$ cat src/sfcc_pkg.sv
`timescale 1ns / 1ps
// ----------------------------------------------------------------------------
// sfcc_pkg: shared types, constants and the CRC-8 update for the frame checker
// Reflected CRC-8 (poly 0x8C), item structs, register map.
// ----------------------------------------------------------------------------
package sfcc_pkg;

    localparam logic [7:0]  CRC_POLY          = 8'h8C;
    localparam logic [15:0] FAIL_TEMP         = 16'd1360;   // 85.0 C in 1/16 C
    localparam logic [4:0]  FRAME_BYTES_RESET = 5'd9;
    localparam logic [4:0]  FRAME_BYTES_MIN   = 5'd2;
    localparam logic [4:0]  FRAME_BYTES_MAX   = 5'd16;

    localparam int          CFG_ADDR_W        = 3;
    localparam int          CFG_DATA_W        = 32;
    localparam logic [CFG_ADDR_W-1:0] ADDR_FRAME_BYTES = 3'd0;

    typedef struct packed {
        logic [7:0] rx_byte;
        logic       restart;
    } in_item_t;

    typedef struct packed {
        logic               crc_ok;
        logic [7:0]         crc_value;
        logic signed [15:0] temp_sixteenths;
    } out_item_t;

    // engine status back to the pipeline control
    typedef struct packed {
        logic      is_last;
        out_item_t result;
    } frame_status_t;

    // one byte through the reflected CRC, LSB first
    function automatic logic [7:0] crc8_update(input logic [7:0] crc,
                                               input logic [7:0] data);
        logic [7:0] c;
        logic       mix;
        c = crc;
        for (int i = 0; i < 8; i++)
        begin
            mix = c[0] ^ data[i];
            c   = {1'b0, c[7:1]};
            if (mix)
            begin
                c = c ^ CRC_POLY;
            end
        end
        return c;
    endfunction

endpackage

$ cat src/sensor_frame_crc_checker_top.sv
`timescale 1ns / 1ps
// ----------------------------------------------------------------------------
// sensor_frame_crc_checker_top: one-wire sensor frame CRC checker
//
// Bytes of a frame enter on the byte channel (byte_valid/byte_ready/
// byte_item), one item per handshake. All bytes but the last feed a
// reflected CRC-8; bytes 0 and 1 form the little-endian temperature.
// The last byte of a frame is compared against the CRC and gives one item
// on the result channel (result_valid/result_ready/result_item); other
// bytes give none. restart in a byte item starts a new frame with it.
// frame_bytes is set through the APB-style port at address 0.
// A byte is registered in the input register on accept and evaluated there;
// a last byte's result then goes into the result register. One byte per
// cycle is taken while the staged byte gives no result or the result
// register is free, set by the combinational CRC update between the two.
// Reset clears the frame state and both pipeline registers, frame_bytes
// returns to 9. When the receiver stalls, the result register holds and the
// input register keeps taking bytes that give no result; a second result
// waits in the input register and byte_ready drops until the first leaves.
// ----------------------------------------------------------------------------
module sensor_frame_crc_checker_top (
    input  logic                            clk,
    input  logic                            rst_n,
    input  logic                            byte_valid,
    output logic                            byte_ready,
    input  sfcc_pkg::in_item_t              byte_item,
    output logic                            result_valid,
    input  logic                            result_ready,
    output sfcc_pkg::out_item_t             result_item,
    input  logic                            psel,
    input  logic                            penable,
    input  logic                            pwrite,
    input  logic [sfcc_pkg::CFG_ADDR_W-1:0] paddr,
    input  logic [sfcc_pkg::CFG_DATA_W-1:0] pwdata,
    output logic [sfcc_pkg::CFG_DATA_W-1:0] prdata,
    output logic                            pready
);
    import sfcc_pkg::*;

    logic          stage_valid_reg;
    logic          stage_valid_next;
    in_item_t      stage_item_reg;
    in_item_t      stage_item_next;
    logic          res_valid_reg;
    logic          res_valid_next;
    out_item_t     res_item_reg;
    out_item_t     res_item_next;

    logic [3:0]    last_pos;
    frame_status_t status;
    logic          res_free;
    logic          advance;
    logic          byte_take;

    sfcc_cfg_regs u_cfg (
        .clk      (clk),
        .rst_n    (rst_n),
        .psel     (psel),
        .penable  (penable),
        .pwrite   (pwrite),
        .paddr    (paddr),
        .pwdata   (pwdata),
        .prdata   (prdata),
        .pready   (pready),
        .last_pos (last_pos)
    );

    sfcc_frame_engine u_engine (
        .clk      (clk),
        .rst_n    (rst_n),
        .item     (stage_item_reg),
        .step     (advance),
        .last_pos (last_pos),
        .status   (status)
    );

    // the staged item moves on unless it has a result and the output is full
    assign res_free   = !res_valid_reg || result_ready;
    assign advance    = stage_valid_reg && (!status.is_last || res_free);
    assign byte_ready = !stage_valid_reg || advance;
    assign byte_take  = byte_valid && byte_ready;

    always_comb
    begin
        stage_valid_next = stage_valid_reg;
        stage_item_next  = stage_item_reg;
        if (byte_take)
        begin
            stage_valid_next = 1'b1;
            stage_item_next  = byte_item;
        end
        else if (advance)
        begin
            stage_valid_next = 1'b0;
        end
    end

    always_comb
    begin
        res_valid_next = res_valid_reg;
        res_item_next  = res_item_reg;
        if (result_ready)
        begin
            res_valid_next = 1'b0;
        end
        if (advance && status.is_last)
        begin
            res_valid_next = 1'b1;
            res_item_next  = status.result;
        end
    end

    always_ff @(posedge clk or negedge rst_n)
    begin
        if (!rst_n)
        begin
            stage_valid_reg <= 1'b0;
            res_valid_reg   <= 1'b0;
        end
        else
        begin
            stage_valid_reg <= stage_valid_next;
            res_valid_reg   <= res_valid_next;
        end
    end

    always_ff @(posedge clk)
    begin
        stage_item_reg <= stage_item_next;
        res_item_reg   <= res_item_next;
    end

    assign result_valid = res_valid_reg;
    assign result_item  = res_item_reg;

endmodule

$ cat src/sfcc_cfg_regs.sv
`timescale 1ns / 1ps
// ----------------------------------------------------------------------------
// sfcc_cfg_regs: configuration register file
// Holds frame_bytes behind the APB-style port and derives the last position.
// ----------------------------------------------------------------------------
module sfcc_cfg_regs (
    input  logic                            clk,
    input  logic                            rst_n,
    input  logic                            psel,
    input  logic                            penable,
    input  logic                            pwrite,
    input  logic [sfcc_pkg::CFG_ADDR_W-1:0] paddr,
    input  logic [sfcc_pkg::CFG_DATA_W-1:0] pwdata,
    output logic [sfcc_pkg::CFG_DATA_W-1:0] prdata,
    output logic                            pready,
    output logic [3:0]                      last_pos
);
    import sfcc_pkg::*;

    logic [4:0] frame_bytes_reg;
    logic [4:0] frame_bytes_next;
    logic [4:0] len_clamped;
    logic       wr_en;

    assign pready = 1'b1;
    assign wr_en  = psel && penable && pwrite && (paddr == ADDR_FRAME_BYTES);

    always_comb
    begin
        frame_bytes_next = frame_bytes_reg;
        if (wr_en)
        begin
            frame_bytes_next = pwdata[4:0];
        end
    end

    always_ff @(posedge clk or negedge rst_n)
    begin
        if (!rst_n)
        begin
            frame_bytes_reg <= FRAME_BYTES_RESET;
        end
        else
        begin
            frame_bytes_reg <= frame_bytes_next;
        end
    end

    always_comb
    begin
        prdata = '0;
        if (paddr == ADDR_FRAME_BYTES)
        begin
            prdata[4:0] = frame_bytes_reg;
        end
    end

    // out-of-range lengths act as the nearest bound
    always_comb
    begin
        if (frame_bytes_reg < FRAME_BYTES_MIN)
        begin
            len_clamped = FRAME_BYTES_MIN;
        end
        else if (frame_bytes_reg > FRAME_BYTES_MAX)
        begin
            len_clamped = FRAME_BYTES_MAX;
        end
        else
        begin
            len_clamped = frame_bytes_reg;
        end
    end

    assign last_pos = 4'(len_clamped - 5'd1);

endmodule

$ cat src/sfcc_frame_engine.sv
`timescale 1ns / 1ps
// ----------------------------------------------------------------------------
// sfcc_frame_engine: per-frame CRC and temperature state
// Evaluates one byte against the running frame state; commits on step.
// ----------------------------------------------------------------------------
module sfcc_frame_engine (
    input  logic                    clk,
    input  logic                    rst_n,
    input  sfcc_pkg::in_item_t      item,
    input  logic                    step,
    input  logic [3:0]              last_pos,
    output sfcc_pkg::frame_status_t status
);
    import sfcc_pkg::*;

    logic [7:0]  crc_acc_reg;
    logic [7:0]  crc_acc_next;
    logic [3:0]  byte_index_reg;
    logic [3:0]  byte_index_next;
    logic [15:0] temp_word_reg;
    logic [15:0] temp_word_next;

    logic [7:0]  crc_cur;
    logic [3:0]  idx_cur;
    logic [15:0] temp_cur;
    logic        ok;

    // restart clears the frame before this byte is looked at
    assign crc_cur  = item.restart ? 8'd0  : crc_acc_reg;
    assign idx_cur  = item.restart ? 4'd0  : byte_index_reg;
    assign temp_cur = item.restart ? 16'd0 : temp_word_reg;

    // a shrunk length makes any later position the CRC byte
    assign status.is_last = (idx_cur >= last_pos);
    assign ok             = (item.rx_byte == crc_cur);

    assign status.result.crc_ok          = ok;
    assign status.result.crc_value       = crc_cur;
    assign status.result.temp_sixteenths = ok ? signed'(temp_cur) : signed'(FAIL_TEMP);

    always_comb
    begin
        crc_acc_next    = crc_acc_reg;
        byte_index_next = byte_index_reg;
        temp_word_next  = temp_word_reg;
        if (step)
        begin
            if (status.is_last)
            begin
                crc_acc_next    = 8'd0;
                byte_index_next = 4'd0;
                temp_word_next  = 16'd0;
            end
            else
            begin
                crc_acc_next    = crc8_update(crc_cur, item.rx_byte);
                byte_index_next = idx_cur + 4'd1;
                temp_word_next  = temp_cur;
                if (idx_cur == 4'd0)
                begin
                    temp_word_next[7:0] = item.rx_byte;
                end
                else if (idx_cur == 4'd1)
                begin
                    temp_word_next[15:8] = item.rx_byte;
                end
            end
        end
    end

    always_ff @(posedge clk or negedge rst_n)
    begin
        if (!rst_n)
        begin
            crc_acc_reg    <= 8'd0;
            byte_index_reg <= 4'd0;
            temp_word_reg  <= 16'd0;
        end
        else
        begin
            crc_acc_reg    <= crc_acc_next;
            byte_index_reg <= byte_index_next;
            temp_word_reg  <= temp_word_next;
        end
    end

endmodule
$ cat config.mk
export PLATFORM = sky130hd
export DESIGN_NAME = sensor_frame_crc_checker_top
export DESIGN_NICKNAME = d
export VERILOG_FILES = /design/src/sfcc_pkg.sv /design/src/sensor_frame_crc_checker_top.sv /design/src/sfcc_cfg_regs.sv /design/src/sfcc_frame_engine.sv
export SDC_FILE = /design/constraint.sdc
export NUM_CORES = 1
export LEC_CHECK = 0
export ABC_AREA = 1
export BUFFER_PORTS_ARGS = -buffer_cell sky130_fd_sc_hd__buf_4
export CAP_MARGIN = 10
export CORE_UTILIZATION = 40
export CTS_CLUSTER_SIZE = 12
export DETAILED_ROUTE_END_ITERATION = 7
export GPL_ROUTABILITY_DRIVEN = 0
export PLACE_DENSITY = 0.68
export SYNTH_ARGS = -nofsm -noshare
export SYNTH_HDL_FRONTEND = slang
export SYNTH_HIERARCHICAL = 1
export SYNTH_SLANG_ARGS = --single-unit
$ cat constraint.sdc
create_clock -name clk -period 4.9 [get_ports clk]
set_input_delay 0.49 -clock clk [delete_from_list [all_inputs] [get_ports clk]]
set_output_delay 0.49 -clock clk [all_outputs]
set_load 0.005 [all_outputs]
# --- Word-level counts from Yosys, hierarchy flattened ---
# Index checks and enable logic that the tools add are counted.
# W data, S select, Z words.
classes:
  mul: 0
  muxes: 38
  div_mod_pow: 0
  n_lt_le_gt_ge: 3
  eq_ne: 2
  reduce_logical: 16
  addsub: 2
  bitwise: 16
  shifts: 0
ops:
  columns: ["operator", "n"]
  rows:
  - ["$mux W8", 27]
  - ["$mux W16", 2]
  - ["$not A2 Y3", 8]
  - ["$mux W4", 4]
  - ["$eq A8 B8 Y1", 1]
  - ["$xor A1 B1 Y1", 8]
  - ["$logic_and A1 B1 Y1", 6]
  - ["$gt A5 B5 Y1 const B", 1]
  - ["$lt A5 B2 Y1 const B", 1]
  - ["$mux W5", 1]
  - ["$add A4 B1 Y4 const B", 1]
  - ["$eq A4 B1 Y1 const B", 1]
  - ["$ge A4 B4 Y1", 1]
  - ["$logic_not A4 Y1", 1]
  - ["$mux W1", 4]
  - ["$reduce_bool A2 Y1", 2]
  - ["$sub A4 B1 Y4 const B", 1]
  - ["$logic_not A1 Y1", 3]
  - ["$logic_not A3 Y1", 1]
  - ["$logic_or A1 B1 Y1", 3]
totals:
  ram_bits: 0
  inputBits: 51
  rom_bits: 0
  memories: 0
  latch_bits: 0
  output_inout_bits: 60
  regBits: 69

# --- Logic depth before layout (Yosys ltp) ---
# Gate-level depths: netlist of run 1.
depth:
  depth_word: 36
  ltp_mapped: 20
  ltp_nobuf: 19

# --- By module ---
# Netlist of run 1, hierarchy kept.
modules_own_cells:
  columns: ["module", "n_inst", "cells_each", "area_each_um2"]
  rows:
  - ["sfcc_frame_engine", 1, 282, 1955.6]
  - ["sensor_frame_crc_checker_top", 1, 49, 1131.1]
  - ["sfcc_cfg_regs", 1, 80, 565.5]

# --- Least setup slack after synthesis of run 1 ---
# OpenSTA, ideal clock, no wires.
synth_path:
  path_type: "register -> register"
  startpoint: "register u_cfg.frame_bytes_reg[1]"
  endpoint: "register u_engine.temp_word_reg[10]"
  path_slack_ps: 2110
  period_less_slack_ps: 2790
  setup_ps: 83
  path_stages_with_launch: 21
  path_buffers: 1
  arrival_time_ps: 2707
  t_required_ps: 4817
  cell_sequence: "dfrtp_1 > nor2_1 > nand2_1 > nand2_2 > nand3_1 > ha_1 > inv_1 > inv_1 > ha_1 > inv_1 > o21bai_1 > nand3_1 > nand3_1 > nand3_1 > nand2_1 > inv_1 > inv_2 > nor2_1 > inv_1 > clkbuf_1 > o21ai_0"
synth_lines:
  columns: ["element", "line_no", "source"]
  rows:
  - ["start, declared", "sfcc_cfg_regs.sv:20", "logic [4:0] frame_bytes_reg;"]
  - ["start signal, assigned", "sfcc_cfg_regs.sv:45", "frame_bytes_reg <= frame_bytes_next;"]
  - ["end signal, assigned", "sfcc_frame_engine.sv:83", "temp_word_reg <= temp_word_next;"]
  - ["end, declared", "sfcc_frame_engine.sv:20", "logic [15:0] temp_word_reg;"]

==> metrics.txt, run 1 <==
cells after synthesis 411; vias in the first global route 2,607; Die X-Extent 97.6 um; CTS H-tree depth 3; Die Ht 97.6 um; Setup violations, final 0; post-CTS setup buffers 0; Detailed Place HPWL 4900 um; PostCTS Resize Cnt 0; CP startpoint u_cfg/frame_bytes_reg[2]$_DFFE_PN0P_; starting density of the core 41.7%; final setup TNS 0 ps; clock root buffer clkbuf_8; Setup crit end kind flip-flop; arrival time at the worst endpoint 4010 ps; worst rel slew slack 32.5%; Pre-antenna DRT Iters 5; FF+latch count, synth 69; Final Max Slew Viols 0; Hold WC Path Type input port to async pin; total global routing overflow 0; Core ar. 8760 um^2; worst r2r src u_cfg/frame_bytes_reg[2]$_DFFE_PN0P_; IO Count 111; maximum fanout along the worst path 25; Max clock buf depth 2; Design Area, Final 4220 um^2; Routed Antenna Nets 0; row count 34; leading cell type in the layout, fill and taps excluded nand2_1; share of cells above drive strength 1 20.6%; Critical Path Source Type flip-flop; RSZ-0062 raised after global routing no; max FFs per register 25; P_leak 0.00208 uW; DRC violation count after routing 0; initial DRC count 154; Worst-path clk slew 70 ps; sequential fraction of the synthesis area 52.0%; pwr/cell area 420 nW/um^2; Hold Buf Count CTS 0; P&R area growth vs syn 15.6%; Mapped Area 3650 um^2; kind of critical path flip-flop to flip-flop; largest net degree at the start of global routing 36; Sink Count 69; GRT Total Usage 16.4%; Max Cap Viol 0; first-pass GRT wire length 12,100 um; final WL 7100 um; Final period util 76.5%; Via Count 2,808; Num CTS Buffers 9; Tmin final 3750 ps; Skew-Pair Late Insertion Delay 350 ps; Vias/cell 4.86; Cell variety after synth 34; Critical Path RT 5160 ps; most frequent cells in the layout nand2_1 (122), buf_4 (55), inv_1 (42), o21ai_0 (42), edfxtp_1 (34); initial antenna violation count 0; outcome finished, final reports clean; Post-DP Area 4030 um^2; IO buf count 55; Peak Freq 0.267 GHz; Worst VDD drop 142 uV; CTS tree yes; fin nets 524; Mapped Avg Cell Area 8.89 um^2; die footprint 9520 um^2; clock skew 8.23 ps; Warnings, synthesis 6; drt wl/cell 12.3 um; final hold vios 0; worst slew pin tran 1010 ps; ant diodes 0
## final cells by class
type	instances	area, um^2
multi-input combinational	285	1410
clock inverter	4	47.5
timing repair buffer	55	413
tap	108	135
fill	862	4540
inverter	45	171
sequential	69	1900
clock buffer	12	145
## cells by family after synthesis
kind of cell             share of synthesized area (%)
buffers and inverters                             12.0
XOR/XNOR                                          3.32
adder cells (fa/ha/maj)                           2.74
AO/OA/AOI/OAI                                     6.75
other                                            0.206
AND/OR/NAND/NOR                                   23.0
flip-flops                                        52.0
## per-stage QoR
step	power [uW]	utilization, %	instances	setup WS [ps]	hold slack (ps)
floorplan	1200	-	437	2110	194
global placement	1300	46.0	562	1300	462
detailed placement	1320	46.0	562	1190	467
CTS	1780	48.2	578	1170	107
global route	1910	48.2	578	822	125
finish	1770	48.2	578	1150	97.7
## per-layer routing
metal  global-route usage [%]  vias to the layer above  wire [um]
met5                        0                        -          0
met4                     9.73                        0        266
met3                     3.17                       23        439
met2                     26.6                      115       3320
met1                     20.2                     1295       3080
li1                         -                     1375          -
## synthesized netlist by cell type
| library cell | count | share of area, % |
|---|---|---|
| nor4_2 | 1 | 0.34 |
| o22ai_1 | 3 | 0.51 |
| nand4_2 | 1 | 0.34 |
| xor2_4 | 1 | 0.75 |
| inv_1 | 42 | 4.3 |
| edfxtp_1 | 34 | 28 |
| nor2_2 | 10 | 1.7 |
| dfstp_2 | 2 | 1.4 |
| xnor2_1 | 5 | 1.2 |
| nand3b_1 | 1 | 0.21 |
| o21bai_1 | 1 | 0.21 |
| nor2_1 | 21 | 2.2 |
| inv_2 | 2 | 0.21 |
| buf_2 | 1 | 0.14 |
| or2_2 | 1 | 0.17 |
| nand2_1 | 122 | 13 |
| a21oi_1 | 2 | 0.27 |
| nor2_8 | 1 | 0.55 |
| clkbuf_1 | 6 | 0.62 |
| nand2_2 | 5 | 0.86 |
| and2_1 | 1 | 0.17 |
| nor3_1 | 1 | 0.14 |
| dfrtp_1 | 33 | 23 |
| buf_4 | 29 | 6.0 |
| xor2_1 | 2 | 0.48 |
| ha_1 | 8 | 2.7 |
| xor2_2 | 2 | 0.89 |
| nand2_4 | 1 | 0.31 |
| nand3_1 | 24 | 3.3 |
| o21ai_0 | 42 | 5.8 |
| conb_1 | 2 | 0.21 |
| buf_6 | 2 | 0.62 |
| nand4_1 | 1 | 0.17 |
| inv_4 | 1 | 0.17 |
## where the power goes
part / total [uW] / switching [uW] / internal (uW)
registers: 812 / 72.5 / 739
logic: 506 / 318 / 187
clock network: 455 / 208 / 248
total: 1770 / 599 / 1170
## path summary, 6_finish.rpt
path	endpoint	slack [ps]	cells past startpoint
worst max-delay path	u_engine/temp_word_reg[1]$_DFFE_PN0P_	1150	19
worst min-delay path	u_cfg/frame_bytes_reg[4]$_DFFE_PN0P_	100	1
worst max register to register	u_engine/temp_word_reg[1]$_DFFE_PN0P_	1150	19
worst min register to register	u_engine/crc_acc_reg[3]$_DFFE_PN0P_	480	2
max in group asynchronous	u_cfg/frame_bytes_reg[0]$_DFFE_PN1P_	4460	1
min in group clk	stage_item_reg[7]$_DFFE_PP_	320	1
## critical path, stage by stage, from the launching register on
cell and delay, ps:
dfrtp_1 410, nor2_1 130, nand2_1 100, nand2_2 80
nand3_1 120, ha_1 310, inv_1 50, inv_1 30
ha_1 290, inv_1 60, o21bai_1 50, nand3_1 70
nand3_1 160, nand3_1 130, nand2_1 50, inv_1 160
inv_2 230, nor2_1 500, inv_1 450, o21ai_0 280
(Power assumes the default switching activity.)
==> inputs of run 2 (changes only) <==
--- a/config.mk
+++ b/config.mk
@@ -5,7 +5,7 @@
 export SDC_FILE = /design/constraint.sdc
 export NUM_CORES = 1
 export LEC_CHECK = 0
-export ABC_AREA = 1
+export ABC_AREA = 0
 export BUFFER_PORTS_ARGS = -buffer_cell sky130_fd_sc_hd__buf_4
 export CAP_MARGIN = 10
 export CORE_UTILIZATION = 40
==> constraint.sdc (replaced) <==
create_clock -name clk -period 3.92 [get_ports clk]
set_input_delay 0.392 -clock clk [delete_from_list [all_inputs] [get_ports clk]]
set_output_delay 0.392 -clock clk [all_outputs]
set_load 0.005 [all_outputs]
==> run 2 against run 1 <==
Compared with the run above: the flow now finishes with violations (negative hold slack); total power increased by 49%; final cell count decreased by 18%; design area unchanged; critical path depth decreased by 6; non-clock buffer count increased by 6; routed wire length decreased by 5.9%; area after synthesis decreased by 1.8%; maximum frequency increased by 11%; critical endpoint is now u_engine/temp_word_reg[6]$_DFFE_PN0P_.
==> metrics.txt, run 2 <==
Die X-Extent 96.7 um (was 97.6 um); IO buf count 55 (unchanged); clock skew 7.47 ps (was 8.23 ps); leading cell type in the layout, fill and taps excluded buf_4 (was nand2_1); Setup crit end kind flip-flop (unchanged); initial DRC count 123 (was 154); Core ar. 8680 um^2 (was 8760 um^2); IO Count 111 (unchanged); main area contributors after synthesis edfxtp_1 (28%), dfrtp_1 (23%), buf_4 (6.1%) (was edfxtp_1 (28%), dfrtp_1 (23%), nand2_1 (13%)); Die Ht 96.7 um (was 97.6 um); ant diodes 0 (unchanged); first-pass GRT wire length 11,000 um (was 12,100 um); Peak Freq 0.297 GHz (was 0.267 GHz); P_int 1760 uW (was 1170 uW); Pre-antenna DRT Iters 7 (was 5); Hold WC Path Type input port to async pin (unchanged); CP max stage cell o311ai_0 (was nor2_1); CTS tree yes (unchanged); CP bufs+invs 4 (was 6); drt wl/cell 14.1 um (was 12.3 um); final setup TNS 0 ps (unchanged); Final Non-Filler Cells 473 (was 578); Filler cells 841 (was 862); Routed Antenna Nets 0 (unchanged); RSZ-0062 raised after global routing no (unchanged); post-CTS setup buffers 0 (unchanged); worst slew pin tran 933 ps (was 1010 ps); Detailed Place HPWL 4700 um (was 4900 um); synth cell count leaders edfxtp_1 (34), dfrtp_1 (33), buf_4 (29), nor2_1 (23), xnor2_1 (23) (was nand2_1 (122), inv_1 (42), o21ai_0 (42), edfxtp_1 (34), dfrtp_1 (33)); clock root buffer clkbuf_8 (unchanged); Warnings, synthesis 6 (unchanged); Tmin final 3370 ps (was 3750 ps); Post-Route Utilization 48.7% (was 48.2%); Mapped Area 3580 um^2 (was 3650 um^2); vias in the first global route 2,267 (was 2,607); Cell variety after synth 48 (was 34); DRC violation count after routing 0 (unchanged); crit-path leading delay family compound AO/OA/AOI/OAI gates (was simple AND/OR/NAND/NOR gates); NetSw 880 uW (was 599 uW); post-synth top area share 28.5% (was 28.0%); cell accounting for the most synthesized area edfxtp_1 (unchanged); WHS -18.7 ps (was 97.7 ps); final WL 6680 um (was 7100 um); sequential fraction of the synthesis area 53.0% (was 52.0%); area occupied by multi-input gates 1440 um^2 (was 1410 um^2); cells after synthesis 303 (was 411); Setup violations, final 0 (unchanged); main flop type after synthesis edfxtp_1 (unchanged); maximum fanout along the worst path 8 (was 25); Seq. cell area 1900 um^2 (unchanged); Via Count 2,336 (was 2,808); starting density of the core 41.3% (was 41.7%); Num CTS Buffers 9 (unchanged); failing checks negative hold slack; switching share of total power 33.3% (was 33.8%); Largest stage delay, worst path 520 ps (was 500 ps); EDFF count, synth 34 (unchanged); Gate power share 33.0% (was 28.5%); Pwr Total 2640 uW (was 1770 uW); kind of critical path flip-flop to flip-flop (unchanged); Clock power frac 24.4% (was 25.7%); count leader, synth edfxtp_1 (was nand2_1); Mapped Avg Cell Area 11.8 um^2 (was 8.89 um^2); outcome complete, but fails checks (was finished, final reports clean); PostCTS Resize Cnt 0 (unchanged); fin nets 419 (was 524); Inst Count DP 457 (was 562); Critical Path Source Type flip-flop (unchanged); pwr/cell area 626 nW/um^2 (was 420 nW/um^2); Worst-path clk slew 80 ps (was 70 ps); Final period util 85.9% (was 76.5%); final hold vios 5 (was 0); cell mode on critical path inv_1 (unchanged); share of cells above drive strength 1 27.1% (was 20.6%); initial antenna violation count 0 (unchanged); worst rel slew slack 37.6% (was 32.5%); P_leak 0.00183 uW (was 0.00208 uW); Critical Path RT 4200 ps (was 5160 ps); Max clock buf depth 2 (unchanged); Sink Count 69 (unchanged); Max Cap Viol 0 (unchanged); arrival time at the worst endpoint 3650 ps (was 4010 ps); most frequent cells in the layout buf_4 (61), edfxtp_1 (34), dfrtp_1 (33), conb_1 (28), xnor2_1 (23) (was nand2_1 (122), buf_4 (55), inv_1 (42), o21ai_0 (42), edfxtp_1 (34)); asr flop ratio synth 50.7% (unchanged); CTS H-tree depth 3 (unchanged); pre-CTS WS 515 ps (was 1190 ps); total global routing overflow 0 (unchanged); Worst VDD drop 225 uV (was 142 uV); CP cell instances o311ai_0 > ha_1 > inv_1 > inv_1 > ha_1 > a21o_1 > a21boi_2 > inv_1 > a21boi_1 > nand2_1 > nor2_1 > buf_4 > a22o_1 (was nor2_1 > nand2_1 > nand2_2 > nand3_1 > ha_1 > inv_1 > inv_1 > ha_1 > inv_1 > o21bai_1 > nand3_1 > nand3_1 > nand3_1 > nand2_1 > inv_1 > inv_2 > nor2_1 > inv_1 > o21ai_0); final worst slack 554 ps (was 1150 ps); Seq pwr share 42.5% (was 45.8%); P&R area growth vs syn 17.8% (was 15.6%); Skew-Pair Late Insertion Delay 350 ps (about the same); GRT Total Usage 15.1% (was 16.4%); Final Max Slew Viols 0 (unchanged); largest net degree at the start of global routing 36 (unchanged); row count 34 (unchanged); Vias/cell 4.94 (was 4.86); Hold Buf Count CTS 0 (unchanged); FF+latch count, synth 69 (unchanged); die footprint 9340 um^2 (was 9520 um^2); max FFs per register 25 (unchanged)
-- run 2: area by class of cell --
class / instances / share of cell area (%)
timing repair buffer: 61 / 10.8
clock buffer: 9 / 2.93
clock inverter: 7 / 2.34
tap: 108 / 3.20
inverter: 18 / 1.60
multi-input combinational: 201 / 34.1
sequential: 69 / 45.0
-- run 2: metal layers --
metal  share of wire [%]  routed length, um  global-route usage (%)
met1                  42               2840                    19.1
met2                  51               3390                    24.6
met3                 6.0                404                    4.19
met4                0.79                 53                    6.08
met5                   0                  0                       0
-- run 2: logic make-up (layout without fill, tap and decap cells) --
| group | Yosys count | count (layout) | synth area share (%) |
|---|---|---|---|
| simple gates | 80 | 80 | 13.2 |
| mux | 5 | 5 | 2.09 |
| buf+inv | 59 | 95 | 9.63 |
| fa+ha+maj | 8 | 8 | 2.79 |
| flops | 69 | 69 | 53.0 |
| compound gates | 51 | 51 | 11.2 |
| other cells | 2 | 28 | 0.210 |
| xor+xnor | 29 | 29 | 7.89 |
-- run 2: stage by stage --
| step | area [um^2] | hold WS, ps |
|---|---|---|
| 5_1_grt | 4220 | 10.2 |
| 4_1_cts | 4220 | 3.07 |
| 6_report | 4220 | -18.7 |
| 3_3_place_gp | 4000 | 375 |
| 3_5_place_dp | 4000 | 383 |
| 2_1_floorplan | 3680 | 96.4 |
-- run 2: power by group through the flow --
stage	registers, uW	clock network, uW	logic [uW]
finish	1120	646	873
global route	1150	694	968
CTS	1120	661	882
detailed placement	1130	0	874
global placement	1130	0	845
floorplan	1080	0	679
-- run 2: worst paths after layout --
path / from / to / slack (ps) / depth (start not counted)
setup / recovery: u_cfg/frame_bytes_reg[1]$_DFFE_PN0P_ / u_engine/temp_word_reg[6]$_DFFE_PN0P_ / 550 / 13
hold / removal: rst_n / u_cfg/frame_bytes_reg[4]$_DFFE_PN0P_ / -20 / 1
setup reg to reg: u_cfg/frame_bytes_reg[1]$_DFFE_PN0P_ / u_engine/temp_word_reg[6]$_DFFE_PN0P_ / 550 / 13
hold reg to reg: u_engine/temp_word_reg[3]$_DFFE_PN0P_ / u_engine/temp_word_reg[3]$_DFFE_PN0P_ / 500 / 1
max in group asynchronous: rst_n / u_engine/crc_acc_reg[6]$_DFFE_PN0P_ / 3590 / 1
min in group clk: byte_item[3] / stage_item_reg[3]$_DFFE_PP_ / 220 / 1
